`config.mk`:
```
export PLATFORM = sky130hd
export DESIGN_NAME = dhs_cell
export DESIGN_NICKNAME = d
export VERILOG_FILES = /design/src/sv/dhs_pkg.sv /design/src/sv/dhs_cell.sv
export SDC_FILE = /design/constraint.sdc
export NUM_CORES = 1
export LEC_CHECK = 0
export BUFFER_PORTS_ARGS = -buffer_cell sky130_fd_sc_hd__buf_2
export CAP_MARGIN = 10
export CORE_AREA = 2 2 104 106
export CTS_CLUSTER_DIAMETER = 120
export DETAILED_ROUTE_END_ITERATION = 7
export DIE_AREA = 0 0 106 108
export PLACE_DENSITY_LB_ADDON = 0.25
export SLEW_MARGIN = 20
export SYNTH_ARGS = -nofsm -noshare
export SYNTH_HDL_FRONTEND = slang
export SYNTH_SLANG_ARGS = --single-unit
```
`constraint.sdc`:
```
create_clock -name clk -period 22.1 [get_ports clk]
set_input_delay 2.21 -clock clk [delete_from_list [all_inputs] [get_ports clk]]
set_output_delay 2.21 -clock clk [all_outputs]
set_load 0.05 [all_outputs]
```
`src/sv/dhs_pkg.sv`:
```
// shared types and constants of the drill hole sorter
package dhs_pkg;

	localparam int STORE_DEPTH_DEF = 64;
	localparam int COORD_W         = 24;
	localparam int DIA_W           = 16;
	localparam int KEY_W           = DIA_W + 2 * COORD_W;

	typedef logic signed [COORD_W-1:0] coord_t;
	typedef logic [DIA_W-1:0]          dia_t;
	typedef logic [KEY_W-1:0]          key_t;

	typedef struct packed {
		logic valid;
		logic gt;
		key_t key;
	} link_t;

	localparam logic [COORD_W-1:0] SIGN_FLIP = {1'b1, {(COORD_W-1){1'b0}}};

	function automatic key_t make_key(coord_t x, coord_t y, dia_t d);
		return {d, unsigned'(x) ^ SIGN_FLIP, unsigned'(y) ^ SIGN_FLIP};
	endfunction

endpackage

```
`src/sv/dhs_cell.sv`:
```
// one sorting cell: holds a key, shifts right on insert and left on drain
module dhs_cell (
	input  logic          clk,
	input  logic          arst_n,
	input  logic          insert,
	input  logic          pop,
	input  dhs_pkg::key_t ins_key,
	input  dhs_pkg::link_t prv,
	input  dhs_pkg::link_t nxt,
	output dhs_pkg::link_t link
);
	import dhs_pkg::*;

	logic valid_q;
	key_t key_q;
	logic gt;

	assign gt   = valid_q && (key_q > ins_key);
	assign link = '{valid: valid_q, gt: gt, key: key_q};

	always_ff @(posedge clk or negedge arst_n) begin
		if (!arst_n) begin
			valid_q <= 1'b0;
		end else if (pop) begin
			valid_q <= nxt.valid;
		end else if (insert) begin
			valid_q <= valid_q | prv.valid;
		end
	end

	always_ff @(posedge clk) begin
		if (pop) begin
			key_q <= nxt.key;
		end else if (insert) begin
			if (prv.gt) begin
				key_q <= prv.key;
			end else if (gt || (!valid_q && prv.valid)) begin
				key_q <= ins_key;
			end
		end
	end

endmodule

```
# Yosys cells after proc, flatten, opt, wreduce, memory -nomap -nowiden
# Index checks and enable logic that the tools add are counted.
# totals
output_inout_bits	66
in_bits	200
regBits	65
# op_classes
reduce_logical	7
mux	6
n_lt_le_gt_ge	1
n_bitwise	1
# op_table
op	count
$mux W64	4
$gt A64 B64 Y1	1
$reduce_bool A3 Y1	1
$logic_and A1 B1 Y1	2
$mux W1	2
$reduce_and A2 Y1	1
$reduce_bool A2 Y1	1
$logic_not A1 Y1	1
$logic_or A1 B1 Y1	1
$or A1 B1 Y1	1

# Logic depth before layout (Yosys ltp)
# logic_depth
depth_word	7
depth_mapped	9
mapped_depth_nobuf	8

# Least setup slack after synthesis
# No wires, ideal clock.
# synth_timing
path_type	input -> register
startpoint	input port ins_key[14]
endpoint	register key_q[0], enable pin
arrival_time_ps	8364
required_ps	21519
path_buffers	0
path_stages	8
setup_ps	581
path_slack_ps	13155
path_cell_list	inv_1 ha_1 nand4_1 or4_1 a21o_1 a31oi_1 nor4_1 o31ai_1
# synth_between
elab_chain_len	5
# synth_rtl
item	line	source
from (decl)	dhs_cell.sv:7	input dhs_pkg::key_t ins_key,
$gt A64 B64 Y1	dhs_cell.sv:18	assign gt = valid_q && (key_q > ins_key);
$logic_and A1 B1 Y1	dhs_cell.sv:18	
$logic_or A1 B1 Y1	dhs_cell.sv:37	end else if (gt || (!valid_q && prv.valid)) begin
$reduce_bool A3 Y1 (no line)	--	
$reduce_and A2 Y1 (no line)	--	
to (signal assigned)	dhs_cell.sv:33	key_q <= nxt.key;
to (signal assigned)	dhs_cell.sv:36	key_q <= prv.key;
to (signal assigned)	dhs_cell.sv:38	key_q <= ins_key;
to (decl)	dhs_cell.sv:15	key_t key_q;
# No other way between the ends.
# A chain may end at the register's enable or synchronous reset.

==> results.sh <==
export IMPL_status="finished clean"
export IMPL_vdd_ir_drop_worst_v=0.0000316
export IMPL_row_count=37
export IMPL_setup_viol=0
export IMPL_core_area_um2=10200
export IMPL_arrival_ps=4800
export IMPL_grt_max_degree=132
export IMPL_io_buffers=264
export IMPL_areaGrowthSynthToFinish_pct=32.5
export IMPL_powerDensity_nw_per_um2=60.2
export IMPL_netlist_area_um2=4900
export IMPL_criticalPathCategory="in -> out"
export IMPL_ys_seq_area_share_pct=39.7
export IMPL_gr_usage_all_layers_pct=24.1
export IMPL_crit_end="link[64]"
export IMPL_r2r_start="key_q[46]$_DFFE_PP_"
export IMPL_cts_buffer_depth=2
export IMPL_min_path_type="reg -> reg"
export IMPL_worst_path_buf_inv=3
export IMPL_wire_per_inst_um=15.1
export IMPL_dp_cells=896
export IMPL_drt_iter0_markers=215
export IMPL_relSlewSlack_pct=47.9
export IMPL_grt_pass1_wl_um=21600
export IMPL_ff2ff_path_depth=8
export IMPL_cp_start_kind="input pin"
export IMPL_cap_violations=0
export IMPL_initial_core_util_pct=47.9
export IMPL_post_cts_buffers=0
export IMPL_final_min_clock_period_ps=7010
export IMPL_holdBufCountCts=0
export IMPL_timing_rr_end="key_q[42]$_DFFE_PP_"
export IMPL_fillCellCount=902
export IMPL_p_leak_nw=3.47
export IMPL_cts_tree="done"
export IMPL_drtAntennaViolNets=0
export IMPL_vias=4701
export IMPL_clk_latency_ps=340
export IMPL_finalPower_mw=0.391
export IMPL_io_pins=266
export IMPL_path_cells="buf_2 > inv_1 > ha_1 > nand4_1 > nor4_1 > nand4_1 > a31oi_1 > nor4_1 > nor3_1 > buf_2"
export IMPL_synth_seq_cells=65
export IMPL_ctsResizeCount=0
export IMPL_hold_viol=0
export IMPL_slowest_delay_ps=640
export IMPL_crit_fanout=4
export IMPL_htreeDepth=3
export IMPL_synth_cells=516
export IMPL_drtPass1Iterations=4
export IMPL_slew_viol_final=0
export IMPL_setup_tns_final_ps=0
export IMPL_fin_worst_skew_ps=6.42
export IMPL_required_ps=19890
export IMPL_fmax_mhz=143
export IMPL_crit_path_top_delay_cell="nor4_1"
export IMPL_numCtsBuffers=9
export IMPL_cp_top_family="simple AND/OR/NAND/NOR gates"
export IMPL_ys_top_cells_by_area="edfxtp_1, ha_1, mux2i_1, o21ai_0, nand2_1"
export IMPL_fin_cells=913
export IMPL_crit_start="ins_key[46]"
export IMPL_netlist_area_leader_share_pct=39.2
export IMPL_yosys_warnings=0
export IMPL_crit_path_end_kind="output pin"
export IMPL_rsz0062_at_grt="false"
export IMPL_post_synth_top_area_cell="edfxtp_1"
export IMPL_gp_congestion=0.846
export IMPL_clock_sinks=65
export IMPL_routed_via_density=5.15
export IMPL_cts_root_buf="clkbuf_8"
export IMPL_drive_above_1_share_pct=36.1
export IMPL_synth_distinct_cells=32
export IMPL_totalWireLength_um=13800
export IMPL_period_share_pct=31.7
export IMPL_dp_hpwl_um=11100
export IMPL_die_height_um=108
export IMPL_avgSynthCellArea_um2=9.50
export IMPL_worstMarginPinSlew_ps=782
export IMPL_die_area_um2=11400
export IMPL_drc=0
export IMPL_syn_nets=780
export IMPL_grt_ovfl_total=0
export IMPL_layout_nets=1035
export IMPL_antenna_found_initial=0
export IMPL_worst_slack_ps=15090
export IMPL_dp_slack_ps=15060
export IMPL_cts_clk_slew_worst_paths_ps=70
export IMPL_critical_path_depth=10
export IMPL_grt_pass1_vias=4732
export IMPL_die_x_um=106
export IMPL_reg2reg_setup_slack_ps=18890
## registers in the layout, indices dropped and copies added (netlist names)
register	count
key_q	64
valid_q	1
## worst min path at each step
stage	startpoint	endpoint	cells after the start
finish	valid_q$_DFFE_PN0P_	valid_q$_DFFE_PN0P_	2
global route	valid_q$_DFFE_PN0P_	valid_q$_DFFE_PN0P_	2
CTS	valid_q$_DFFE_PN0P_	valid_q$_DFFE_PN0P_	2
detailed placement	valid_q$_DFFE_PN0P_	valid_q$_DFFE_PN0P_	2
global placement	valid_q$_DFFE_PN0P_	valid_q$_DFFE_PN0P_	2
floorplan	valid_q$_DFFE_PN0P_	valid_q$_DFFE_PN0P_	2
## cell type report
class / instances / area [um2] / area share, %
Multi-Input combinational cell: 362 / 2620 / 40.4
Inverter: 66 / 248 / 3.82
Antenna cell: 1 / 2.50 / 0.0385
Sequential cell: 65 / 1950 / 30.0
Clock inverter: 6 / 25.0 / 0.385
Timing Repair Buffer: 267 / 1350 / 20.8
Clock buffer: 10 / 128 / 1.97
Tap cell: 136 / 170 / 2.62
## routing by layer
layer / track usage [%] / share of wire (%)
met5: 0 / 0
met4: 8.65 / 1.8
met3: 4.28 / 6.4
met2: 45.6 / 53
met1: 27.2 / 39
## power by group
group	internal [mW]	total (mW)	leakage, nW	switching (mW)
Clock	0.0389	0.0855	0.0800	0.0466
Sequential	0.153	0.160	0.669	0.00728
Combinational	0.0477	0.145	2.72	0.0976
## metrics by stage
stage          hold WS (ps)  util, %  area, um2
3_3_place_gp            592     61.9       6330
6_report                616     63.5       6490
2_1_floorplan           549        -       4900
4_1_cts                 614     63.4       6490
3_5_place_dp            601     61.9       6330
5_1_grt                 691     63.4       6490
## cells in the final DEF, fill, tap and decap left out, types with 6 or more instances in the layout
master / n
o21ai_0: 71
a21o_1: 6
nand2_1: 82
nand3_1: 8
clkbuf_8: 9
nand4_1: 12
mux2i_1: 64
a21oi_1: 26
inv_1: 66
ha_1: 64
buf_2: 262
edfxtp_1: 64
## worst reg2reg max path, cell delays in order (launching register included)
cell      delay, ps
edfxtp_1        390
ha_1            330
nand4_1         180
nor4_1          640
nand4_1         220
a31oi_1         230
nor4_1          130
o31ai_4         260
buf_4           450
## cell families after synthesis
| logic type | Yosys count | share of synthesized area, % |
|---|---|---|
| buf+inv | 89 | 7.10 |
| fa+ha+maj | 64 | 16.3 |
| compound gates | 116 | 13.0 |
| mux | 64 | 13.1 |
| flops | 65 | 39.7 |
| simple gates | 118 | 10.8 |
## cell usage after synthesis
| cell type | count |
|---|---|
| a211oi_1 | 1 |
| o31ai_1 | 1 |
| edfxtp_1 | 64 |
| o31a_1 | 1 |
| clkbuf_1 | 16 |
| o32ai_1 | 1 |
| dfrtp_1 | 1 |
| a21o_1 | 6 |
| inv_1 | 66 |
| and4_1 | 4 |
| buf_2 | 5 |
| a21oi_1 | 26 |
| a221o_1 | 1 |
| nand4_1 | 12 |
| o211ai_1 | 1 |
| a22oi_1 | 1 |
| nand3_1 | 8 |
| a31oi_1 | 1 |
| a2111oi_0 | 1 |
| o221ai_1 | 1 |
| buf_4 | 2 |
| nor2_1 | 3 |
| a221oi_1 | 3 |
| ha_1 | 64 |
| mux2i_1 | 64 |
| and4bb_2 | 1 |
| nor2b_1 | 1 |
| nor3_1 | 4 |
| or4_1 | 1 |
| nor4_1 | 2 |
| nand2_1 | 82 |
| o21ai_0 | 71 |
(Power assumes the default switching activity.)
